===== src/frdf_pkg.sv =====
// ----------------------------------------------------------------------------
// frdf_pkg
// Shared types and constants for the flood relay duplicate filter.
// ----------------------------------------------------------------------------
package frdf_pkg;

  localparam int unsigned SEEN_DEPTH_DEFAULT = 16;
  localparam logic [7:0]  ALERT_LENGTH       = 8'd43;
  localparam int unsigned KEY_W              = 16;
  localparam int unsigned CFG_INDEX_W        = 2;
  localparam int unsigned CFG_DATA_W         = 8;

  localparam logic [CFG_INDEX_W-1:0] REG_ALERTS_ENABLED = 2'd0;
  localparam logic [CFG_INDEX_W-1:0] REG_HOP_LIMIT      = 2'd1;

  localparam logic       ALERTS_ENABLED_RESET = 1'b1;
  localparam logic [7:0] HOP_LIMIT_RESET      = 8'd3;

  typedef struct packed {
    logic [7:0] packet_length;
    logic [7:0] source_node;
    logic [7:0] sequence_number;
    logic [7:0] hop_count;
  } frdf_in_t;

  typedef struct packed {
    logic       accepted;
    logic       relay;
    logic [7:0] relay_hop_count;
    logic       duplicate;
  } frdf_out_t;

  typedef struct packed {
    logic load;
    logic scan;
    logic finish;
  } frdf_cmd_t;

  typedef struct packed {
    logic need_search;
    logic last_idx;
    logic out_free;
  } frdf_stat_t;

endpackage


===== src/frdf_ctrl.sv =====
// ----------------------------------------------------------------------------
// frdf_ctrl
// Sequencer: takes a request, walks the seen log if a search is needed, then hands off the result.
// ----------------------------------------------------------------------------
module frdf_ctrl
  import frdf_pkg::*;
(
  input  logic       clk,
  input  logic       rst,
  input  logic       in_valid,
  output logic       in_ready,
  input  frdf_stat_t stat,
  output frdf_cmd_t  cmd
);

  typedef enum logic [4:0] {
    S_IDLE   = 5'b00001,
    S_CHECK  = 5'b00010,
    S_SCAN   = 5'b00100,
    S_DRAIN  = 5'b01000,
    S_FINISH = 5'b10000
  } state_t;

  state_t state, state_next;

  always_ff @(posedge clk) begin
    if (rst) begin
      state <= S_IDLE;
    end else begin
      state <= state_next;
    end
  end

  always_comb begin
    state_next = state;
    in_ready   = 1'b0;
    cmd        = '0;
    case (state)
      S_IDLE: begin
        in_ready = 1'b1;
        if (in_valid) begin
          cmd.load   = 1'b1;
          state_next = S_CHECK;
        end
      end
      S_CHECK: begin
        state_next = stat.need_search ? S_SCAN : S_FINISH;
      end
      S_SCAN: begin
        cmd.scan = 1'b1;
        if (stat.last_idx) begin
          state_next = S_DRAIN;
        end
      end
      S_DRAIN: begin
        state_next = S_FINISH;
      end
      S_FINISH: begin
        if (stat.out_free) begin
          cmd.finish = 1'b1;
          state_next = S_IDLE;
        end
      end
      default: begin
        state_next = S_IDLE;
      end
    endcase
  end

endmodule


===== src/frdf_datapath.sv =====
// ----------------------------------------------------------------------------
// frdf_datapath
// Header checks, seen-key log with serial search, config and result register.
// ----------------------------------------------------------------------------
module frdf_datapath
  import frdf_pkg::*;
#(
  parameter int unsigned SEEN_DEPTH = SEEN_DEPTH_DEFAULT
) (
  input  logic                   clk,
  input  logic                   rst,
  input  frdf_in_t               in_data,
  output frdf_out_t              out_data,
  output logic                   out_valid,
  input  logic                   out_ready,
  input  logic                   cfg_we,
  input  logic [CFG_INDEX_W-1:0] cfg_index,
  input  logic [CFG_DATA_W-1:0]  cfg_data,
  input  frdf_cmd_t              cmd,
  output frdf_stat_t             stat
);

  localparam int unsigned IDX_W = (SEEN_DEPTH > 1) ? $clog2(SEEN_DEPTH) : 1;
  localparam int unsigned CNT_W = $clog2(SEEN_DEPTH + 1);
  localparam logic [IDX_W-1:0] LAST_IDX  = IDX_W'(SEEN_DEPTH - 1);
  localparam logic [CNT_W-1:0] FULL_CNT  = CNT_W'(SEEN_DEPTH);

  logic             alerts_enabled;
  logic [7:0]       hop_limit;

  logic [KEY_W-1:0] seen_keys [SEEN_DEPTH];
  logic [IDX_W-1:0] write_slot;
  logic [CNT_W-1:0] fill_count;

  logic [KEY_W-1:0] key;
  logic [7:0]       hops;
  logic             accepted;
  logic             search;
  logic [IDX_W-1:0] scan_idx;
  logic [KEY_W-1:0] rd_data;
  logic             rd_live;
  logic             rd_pending;
  logic             hit;
  logic             store;
  logic [KEY_W-1:0] entry;

  // configuration registers
  always_ff @(posedge clk) begin
    if (rst) begin
      alerts_enabled <= ALERTS_ENABLED_RESET;
      hop_limit      <= HOP_LIMIT_RESET;
    end else if (cfg_we) begin
      case (cfg_index)
        REG_ALERTS_ENABLED: alerts_enabled <= cfg_data[0];
        REG_HOP_LIMIT:      hop_limit      <= cfg_data[7:0];
        default: ;
      endcase
    end
  end

  // request capture and header checks
  always_ff @(posedge clk) begin
    if (cmd.load) begin
      key      <= {in_data.source_node, in_data.sequence_number};
      hops     <= in_data.hop_count;
      accepted <= alerts_enabled && (in_data.packet_length == ALERT_LENGTH)
                  && (in_data.hop_count != 8'd0);
      search   <= alerts_enabled && (in_data.packet_length == ALERT_LENGTH)
                  && (in_data.hop_count != 8'd0) && (in_data.hop_count < hop_limit);
    end
  end

  // serial search of the log, one entry per cycle
  always_ff @(posedge clk) begin
    if (cmd.scan) begin
      rd_data <= seen_keys[scan_idx];
      rd_live <= CNT_W'(scan_idx) < fill_count;
    end
  end

  assign entry = rd_live ? rd_data : '0;

  always_ff @(posedge clk) begin
    if (rst) begin
      rd_pending <= 1'b0;
      hit        <= 1'b0;
      scan_idx   <= '0;
    end else begin
      rd_pending <= cmd.scan;
      if (cmd.load) begin
        hit      <= 1'b0;
        scan_idx <= '0;
      end else begin
        if (cmd.scan) begin
          scan_idx <= (scan_idx == LAST_IDX) ? '0 : scan_idx + 1'b1;
        end
        if (rd_pending && (entry == key)) begin
          hit <= 1'b1;
        end
      end
    end
  end

  // log write for a new key
  assign store = cmd.finish && search && !hit;

  always_ff @(posedge clk) begin
    if (store) begin
      seen_keys[write_slot] <= key;
    end
  end

  always_ff @(posedge clk) begin
    if (rst) begin
      write_slot <= '0;
      fill_count <= '0;
    end else if (store) begin
      write_slot <= (write_slot == LAST_IDX) ? '0 : write_slot + 1'b1;
      if (fill_count != FULL_CNT) begin
        fill_count <= fill_count + 1'b1;
      end
    end
  end

  // result register
  always_ff @(posedge clk) begin
    if (rst) begin
      out_valid <= 1'b0;
    end else if (cmd.finish) begin
      out_valid <= 1'b1;
    end else if (out_ready) begin
      out_valid <= 1'b0;
    end
  end

  always_ff @(posedge clk) begin
    if (cmd.finish) begin
      out_data.accepted        <= accepted;
      out_data.relay           <= search && !hit;
      out_data.relay_hop_count <= (search && !hit)
                                  ? ((hops == 8'hff) ? 8'hff : hops + 8'd1) : 8'd0;
      out_data.duplicate       <= search && hit;
    end
  end

  assign stat.need_search = search;
  assign stat.last_idx    = (scan_idx == LAST_IDX);
  assign stat.out_free    = !out_valid || out_ready;

  a_fill_bound: assert property (@(posedge clk) disable iff (rst)
    fill_count <= FULL_CNT)
    else $error("log fill count beyond depth");

  a_slot_bound: assert property (@(posedge clk) disable iff (rst)
    CNT_W'(write_slot) < FULL_CNT)
    else $error("write slot out of range");

  a_finish_free: assert property (@(posedge clk) disable iff (rst)
    cmd.finish |-> (!out_valid || out_ready))
    else $error("result overwritten before it was taken");

  a_relay_fields: assert property (@(posedge clk) disable iff (rst)
    (out_valid && out_data.relay) |-> (out_data.accepted && !out_data.duplicate))
    else $error("relay without acceptance or with duplicate");

  a_store_fill: assert property (@(posedge clk) disable iff (rst)
    (store && fill_count != FULL_CNT) |=> (fill_count == $past(fill_count) + 1'b1))
    else $error("fill count did not follow a log write");

endmodule


===== src/flood_relay_duplicate_filter_top.sv =====
// ----------------------------------------------------------------------------
// flood_relay_duplicate_filter_top
// Mesh alert header filter: accept checks, duplicate search and relay hops.
//
// channel  dir  handshake             payload
// in       in   in_valid / in_ready   in_data   (frdf_in_t)
// out      out  out_valid / out_ready out_data  (frdf_out_t)
// cfg      in   cfg_we                cfg_index, cfg_data
//
// a searched request goes from check through scan and drain to finish, one that
// needs no search from check to finish; the next request is taken in idle again
// the seen log has one read port, read one entry per cycle during the search
// a finished result waits in the output register; the next request is taken
// meanwhile, and a request only completes once that register is free
// synchronous reset clears the log (by fill count), write slot and config
// ----------------------------------------------------------------------------
module flood_relay_duplicate_filter_top
  import frdf_pkg::*;
#(
  parameter int unsigned SEEN_DEPTH = SEEN_DEPTH_DEFAULT
) (
  input  logic                   clk,
  input  logic                   rst,
  input  logic                   in_valid,
  output logic                   in_ready,
  input  frdf_in_t               in_data,
  output logic                   out_valid,
  input  logic                   out_ready,
  output frdf_out_t              out_data,
  input  logic                   cfg_we,
  input  logic [CFG_INDEX_W-1:0] cfg_index,
  input  logic [CFG_DATA_W-1:0]  cfg_data
);

  frdf_cmd_t  cmd;
  frdf_stat_t stat;

  frdf_ctrl u_ctrl (
    .clk      (clk),
    .rst      (rst),
    .in_valid (in_valid),
    .in_ready (in_ready),
    .stat     (stat),
    .cmd      (cmd)
  );

  frdf_datapath #(
    .SEEN_DEPTH (SEEN_DEPTH)
  ) u_datapath (
    .clk       (clk),
    .rst       (rst),
    .in_data   (in_data),
    .out_data  (out_data),
    .out_valid (out_valid),
    .out_ready (out_ready),
    .cfg_we    (cfg_we),
    .cfg_index (cfg_index),
    .cfg_data  (cfg_data),
    .cmd       (cmd),
    .stat      (stat)
  );

endmodule


===== config.mk =====
export PLATFORM = sky130hd
export DESIGN_NAME = flood_relay_duplicate_filter_top
export DESIGN_NICKNAME = d
export VERILOG_FILES = /design/src/frdf_pkg.sv /design/src/frdf_ctrl.sv /design/src/frdf_datapath.sv /design/src/flood_relay_duplicate_filter_top.sv
export SDC_FILE = /design/constraint.sdc
export NUM_CORES = 1
export LEC_CHECK = 0
export ABC_CLOCK_PERIOD_IN_PS = 7400
export BUFFER_PORTS_ARGS = -buffer_cell sky130_fd_sc_hd__clkbuf_2
export CAP_MARGIN = 20
export CORE_MARGIN = 5
export CORE_UTILIZATION = 45
export CTS_BUF_LIST = sky130_fd_sc_hd__clkbuf_4 sky130_fd_sc_hd__clkbuf_8
export DETAILED_ROUTE_END_ITERATION = 12
export GPL_ROUTABILITY_DRIVEN = 1
export SETUP_SLACK_MARGIN = 0.2
export SLEW_MARGIN = 20
export SYNTH_ARGS = -nofsm -noshare
export SYNTH_HDL_FRONTEND = slang
export SYNTH_SLANG_ARGS = --single-unit

===== constraint.sdc =====
create_clock -name clk -period 7.4 [get_ports clk]
set_clock_uncertainty 0.2 [all_clocks]
set_input_delay 2.22 -clock clk [delete_from_list [all_inputs] [get_ports clk]]
set_output_delay 2.22 -clock clk [all_outputs]
set_load 0.05 [all_outputs]

==> impl_metrics.tcl, run 1 <==
set metrics [dict create \
    status "completed" \
    crit_arrival_ns 1.94 \
    ys_seq_area_share_pct 72.3 \
    synth_edf_count 310 \
    drive_gt1_share_pct 26.1 \
    fin_crit_sh_pct 59.0 \
    drv_cap 0 \
    finalHoldViolations 0 \
    wl_um 28500 \
    fin_crit_ns 4.36 \
    die_w_um 185 \
    finalSetupViolations 0 \
    cts_resized 0 \
    clock_path_buffers 3 \
    cts_tree "built" \
    synth_nets 827 \
    most-common-layout-cells "edfxtp_1 (310), clkbuf_8 (60), clkbuf_2 (59)" \
    path_clk_slew_ns 0.06 \
    dieArea_sq_um 34100 \
    grt_pass1_vias 7539 \
    synthFlopType "edfxtp_1" \
    grt.total_usage_pct 16.9 \
    power_frac_clock_pct 41.5 \
    grt_max_degree 70 \
    drt_first_pass_iters 6 \
    multi_input_area_sq_um 3490 \
    p_per_area_nw_per_um2 248 \
    clk_latency_ns 0.57 \
    syn_area_per_cell_sq_um 18.0 \
    ant_nets 0 \
    drc_errors 0 \
    path_cells "or4b_4 > nor2_2 > clkbuf_2" \
    ir_worst_vdd_uv 173 \
    port_buffers 59 \
    switchingPower_uw 774 \
    maxSlewHeadroom_pct 35.2 \
    wire_per_inst_um 21.9 \
    startpoint_type "flip-flop" \
    netlist_area_sq_um 13700 \
    gp_congestion 0.820 \
    tightest_slew_ns 0.972 \
    core-area_sq_um 30300 \
    clock_tree.root_cell "clkbuf_8" \
    yosysWarnings 0 \
    cp_slowest_stage_delay_ns 0.58 \
    post_cts_buffers 0 \
    leakage_nw 5.16 \
    final_common_cell "edfxtp_1" \
    area_growth_pct 13.6 \
    power_mw 3.86 \
    hpwl_um 17700 \
    cp_slowest_cell "or4b_4" \
    grt_pass1_wl_um 43400 \
    clock-sinks 340 \
    start_util_pct 45.2 \
    whs_ns 0.220 \
    crit_type "reg2out" \
    vias 7093 \
    worst-r2r-setup-slack_ns 4.20 \
    max_freq_mhz 229 \
    postCtsHoldBufs 0 \
    rows 64 \
    die_h_um 185 \
    nets 928 \
    antenna_found_initial 1 \
    drt-initial-drc-count 508 \
    cts_buffers 51 \
    ys_seq_elements 340 \
    avgViaCountPerCell 5.47 \
    htree_levels 2 \
    n_fill_cell 2386 \
    critPathRequiredTime_ns 4.98 \
    drv_slew 0 \
    rsz0062_at_grt "false" \
    synthArstFlopShare_pct 0 \
    power.share.combinational_pct 2.2 \
    min_path_type "reg2reg" \
    p_sw_share_pct 20.1 \
    p_seq_share_pct 56.3 \
    p_int_mw 3.08 \
    num_antenna_cells 0 \
    regArea_sq_um 9920 \
    pin_count 60 \
    worst-path-max-fanout 8 \
    cp-end-kind "output port" \
    fin_tns_setup_ns 0 \
    gr-total-overflow 0 \
    synthCells 762 \
    synth_cell_types 57 \
]
-- power by group through the flow --
| stage | logic [mW] | clock network, mW | registers, mW |
|---|---|---|---|
| 6_report | 0.0856 | 1.60 | 2.17 |
| 3_3_place_gp | 0.0823 | 0 | 2.21 |
| 3_5_place_dp | 0.0864 | 0 | 2.21 |
| 4_1_cts | 0.0869 | 1.64 | 2.17 |
| 5_1_grt | 0.0951 | 1.73 | 2.17 |
| 2_1_floorplan | 0.0469 | 0 | 2.19 |
-- worst max-delay path: cells and delay by family, from the launching register on --
family / cells / cell delay [ns]
buf+inv: 1 / 0.30
flops: 1 / 0.38
simple gates: 2 / 0.72
-- per-stage QoR --
step           utilization [%]  cell area (sq um)  cells  setup WS [ns]
6_report                  51.3              15600   1297           3.04
4_1_cts                   51.3              15600   1297           3.00
5_1_grt                   51.3              15600   1297           2.93
3_3_place_gp              47.7              14500   1206           3.27
3_5_place_dp              47.7              14500   1206           3.23
2_1_floorplan                -              13700    762           2.87
-- layout make-up --
cell class                 instances  share of cell area (%)
clock inverter                    14                   0.932
sequential                       340                    63.7
inverter                          27                   0.651
multi-input combinational        360                    22.4
clock buffer                      77                    6.12
timing repair buffer              83                    3.05
tap                              396                    3.18
-- worst paths after layout --
path	startpoint	to	cells after the start
setup / recovery	u_ctrl.state[1]	in_ready	3
hold / removal	u_datapath.accepted	u_datapath.out_data[10]	0
setup reg to reg	u_datapath.scan_idx[0]	u_datapath.rd_data[12]	5
hold reg to reg	u_datapath.accepted	u_datapath.out_data[10]	0
-- layer usage --
metal	share of wire [%]	up-vias	track usage [%]
met5	0	-	0
met4	3.5	0	6.45
met3	5.3	62	3.04
met2	49	212	27.9
met1	42	3587	22.7
li1	-	3232	-
-- flip-flops by register name (all words and copies together), names as in the netlist --
signal	flops
u_ctrl.state	5
u_datapath.accepted	1
u_datapath.alerts_enabled	1
u_datapath.fill_count	5
u_datapath.hit	1
u_datapath.hop_limit	8
u_datapath.hops	8
u_datapath.key	16
u_datapath.out_data	11
u_datapath.out_valid	1
u_datapath.rd_data	16
u_datapath.rd_live	1
u_datapath.rd_pending	1
u_datapath.scan_idx	4
u_datapath.search	1
u_datapath.seen_keys	256
u_datapath.write_slot	4
-- cell usage after synthesis, types with 2 or more instances --
library cell  number  area (sq um)
nor4_1             3          18.8
a21oi_1           37           185
nand4_1            5          31.3
nor3_1            10          50.1
xnor2_1            8          70.1
a211oi_1          17           128
dfxtp_1           30           601
nand4b_1           3          26.3
nand3_1            8          40.0
a31oi_1            4          25.0
inv_1             27           101
nor2_1            45           169
clkbuf_1          13          48.8
and3_1             4          25.0
buf_12             3          60.1
buf_1              2          7.51
buf_6              4          45.0
buf_2             10          50.1
a211o_1            2          17.5
nor3b_1            2          15.0
mux4_1            13           342
mux4_2            51          1150
edfxtp_1         310          9310
mux2i_1           25           250
nor2b_1           20           125
nand2_1           16          60.1
ha_1              18           225
o21ai_0           12          60.1
and2_1             3          18.8
a2111oi_0          2          17.5
o22ai_1            4          25.0
nand2b_1          12          75.1
xor2_1             8          70.1
or3_1              2          12.5
a21o_1             5          37.5
buf_4              3          22.5
-- kinds of logic (layout without fill, tap and decap cells) --
family | count (synthesis) | count (layout) | synth area share, %
AOI/OAI and AO/OA | 92 | 92 | 4.29
xor gates and xnor gates | 16 | 16 | 1.02
adders and majority gates | 18 | 18 | 1.64
muxes | 89 | 89 | 12.7
and+or+nand+nor | 145 | 145 | 5.65
buffers and inverters | 62 | 201 | 2.45
DFF | 340 | 340 | 72.3
No activity file was read; power rests on OpenSTA's default activity.
==> inputs of run 2 (changes only) <==
--- a/config.mk
+++ b/config.mk
@@ -5,7 +5,8 @@
 export SDC_FILE = /design/constraint.sdc
 export NUM_CORES = 1
 export LEC_CHECK = 0
-export ABC_CLOCK_PERIOD_IN_PS = 7400
+export ABC_AREA = 1
+export ABC_CLOCK_PERIOD_IN_PS = 4000
 export BUFFER_PORTS_ARGS = -buffer_cell sky130_fd_sc_hd__clkbuf_2
 export CAP_MARGIN = 20
 export CORE_MARGIN = 5
==> constraint.sdc (replaced) <==
create_clock -name clk -period 4 [get_ports clk]
set_clock_uncertainty 0.2 [all_clocks]
set_input_delay 1.2 -clock clk [delete_from_list [all_inputs] [get_ports clk]]
set_output_delay 1.2 -clock clk [all_outputs]
set_load 0.05 [all_outputs]
==> run 2 against run 1 <==
  * Clock-buffer cell count is 4 lower
  * Global-route usage is 2.4 points higher
  * Worst setup slack worse by 2.1 ns
  * Via count is 27% higher
  * First-iteration DRC count is 66% higher
  * Sequential power is 84% higher
==> impl_metrics.tcl, run 2 <==
set metrics [dict create \
    stdcell_area_sq_um 15800 \
    crit_type "reg2out" \
    finalHoldViolations 0 \
    drv_slew 0 \
    worst-path-max-fanout 4 \
    min_path_type "reg2reg" \
    drt-initial-drc-count 841 \
    clock_tree.root_cell "clkbuf_8" \
    post_cts_buffers 0 \
    cts_tree "built" \
    p_per_area_nw_per_um2 454 \
    wl_um 32800 \
    switchingPower_mw 1.55 \
    grt_pass1_wl_um 50400 \
    worst-r2r-cell-count 5 \
    grt_max_degree 101 \
    r2r_end "u_datapath.seen_keys[14][12]" \
    power.share.combinational_pct 2.7 \
    fin_crit_ns 3.06 \
    rows 64 \
    cp_slowest_cell "dfxtp_1" \
    hold_start "u_datapath.accepted" \
    drv_cap 0 \
    largest_reg_flops 256 \
    avgViaCountPerCell 5.36 \
    crit_arrival_ns 1.66 \
    nets 1305 \
    maxSlewHeadroom_pct 32.3 \
    netlist_area_sq_um 13800 \
    reg.largest.list "u_datapath.seen_keys: 256 flops, u_datapath.key: 16 flops, u_datapath.rd_data: 16 flops" \
    port_buffers 59 \
    startpoint_type "flip-flop" \
    drive_gt1_share_pct 16.4 \
    ant_nets 0 \
    postCtsHoldBufs 0 \
    die_w_um 185 \
    synth_area_leaders "edfxtp_1 (68%), nor2_1 (5.8%), o21ai_0 (5.2%)" \
    area_growth_pct 14.3 \
    path_clk_slew_ns 0.06 \
    dieArea_sq_um 34200 \
    pin_count 60 \
    most-common-layout-cells "edfxtp_1 (310), nor2_1 (196), o21ai_0 (143)" \
    status "completed" \
    worst-r2r-setup-slack_ns 1.52 \
    vias 9019 \
    drt_first_pass_iters 5 \
    fin_crit_sh_pct 76.5 \
    finalSetupViolations 0 \
    power_frac_clock_pct 41.4 \
    clk_latency_ns 0.62 \
    clock_path_buffers 3 \
    p_seq_share_pct 55.9 \
    synthArstFlopShare_pct 0 \
    num_antenna_cells 0 \
    place_ws_ns 0.692 \
    n_fill_cell 2664 \
    synth_nets 1208 \
    clock-sinks 340 \
    rsz0062_at_grt "false" \
    cp-end-kind "output port" \
    drc_errors 0 \
    gp_congestion 0.813 \
    path_cells "nor2_4 > nand3_1 > inv_1 > clkbuf_2" \
    htree_levels 2 \
    crit_end "in_ready" \
    ir_worst_vdd_uv 267 \
    antenna_found_initial 0 \
    final_common_cell "edfxtp_1" \
    wire_per_inst_um 19.5 \
    critPathRequiredTime_ns 2.60 \
    leakage_nw 5.61 \
    ys_seq_elements 340 \
    fin_tns_setup_ns 0 \
    tightest_slew_ns 1.02 \
    p_sw_share_pct 21.7 \
    synthFlopType "edfxtp_1" \
    yosys-top-cells-count "edfxtp_1 (310), nor2_1 (212), o21ai_0 (143)" \
    ys_seq_area_share_pct 71.9 \
    whs_ns 0.217 \
    gr-total-overflow 0 \
    dpl.cell_count 1579 \
    synth_top_area_share_pct 67.5 \
    synth_edf_count 310 \
    yosysWarnings 0 \
    regMostFlops "u_datapath.seen_keys" \
    max_freq_mhz 327 \
    core-area_sq_um 30400 \
    final_cells 1682 \
    synthCells 1143 \
    crit_start "u_ctrl.state[2]" \
    cts_buffers 55 \
    cp_slowest_stage_delay_ns 0.34 \
    grt_pass1_vias 8926 \
    die_h_um 185 \
    hpwl_um 20600 \
    yosysMostFrequentCell "edfxtp_1" \
    syn_area_per_cell_sq_um 12.1 \
    synth_cell_types 36 \
    reg2reg_from "u_datapath.search" \
    p_int_mw 5.60 \
    cts_resized 0 \
    start_util_pct 45.3 \
    post_dp_cell_area_sq_um 14700 \
    setup_ws_ns 0.940 \
    grt.total_usage_pct 19.4 \
    synth_area_leader_cell "edfxtp_1" \
]
run 2: cell types whose count changed after synthesis, sizes merged, moves of 15 or more:
cell / delta
o21ai: +133
o22ai: +28
nand2: +100
mux4: -64
mux2i: -25
a211oi: -15
nand3: +48
nor2: +170
clkbuf: +17
nor2b: -20
o211ai: +34
inv: +35
run 2: worst min path at each step:
stage | endpoint | slack, ns | cells past startpoint
after global routing | u_datapath.out_data[10] | 0.23 | 0
final | u_datapath.out_data[10] | 0.22 | 0
after global placement | u_datapath.out_data[10] | 0.21 | 0
after detailed placement | u_datapath.out_data[10] | 0.21 | 0
after CTS | u_datapath.out_data[10] | 0.22 | 0
after floorplan | u_datapath.out_data[10] | 0.20 | 0
run 2: worst max-delay path: cells and delay by family, from the launching register on:
family | cells | cell delay, ns
flops | 1 | 0.34
simple gates | 2 | 0.35
buf+inv | 2 | 0.39
run 2: cells by family after synthesis:
kind of cell / after synthesis / share of synthesized area (%)
simple gates: 413 / 12.5
flops: 340 / 71.9
compound gates: 247 / 10.0
fa+ha+maj: 18 / 1.63
buf+inv: 117 / 3.44
xor+xnor: 8 / 0.508
run 2: area by class of cell:
class | count | area, sq um | share of cell area (%)
Timing Repair Buffer | 94 | 571 | 3.62
Inverter | 63 | 238 | 1.51
Sequential cell | 340 | 9910 | 62.9
Tap cell | 396 | 495 | 3.14
Multi-Input combinational cell | 686 | 3450 | 21.9
Clock buffer | 73 | 898 | 5.70
Clock inverter | 30 | 200 | 1.27
run 2: power groups by stage:
stage,clock network [mW],logic (mW),registers (mW)
floorplan,0,0.0916,4.05
global placement,0,0.191,4.07
detailed placement,0,0.193,4.07
CTS,3.02,0.194,4.00
global route,3.19,0.214,4.00
finish,2.96,0.191,4.00
run 2: layer usage:
metal  vias up  GRT usage (%)  part of all wire (%)
li1       4300              -                     -
met1      4367           26.0                    43
met2       296           32.8                    49
met3        56           3.42                   6.4
met4         0           5.40                   2.1
met5         -              0                     0
run 2: metrics by stage:
stage	util, %	power (mW)
floorplan	-	4.14
global placement	48.2	4.26
detailed placement	48.2	4.27
CTS	51.8	7.22
global route	51.8	7.41
finish	51.8	7.15
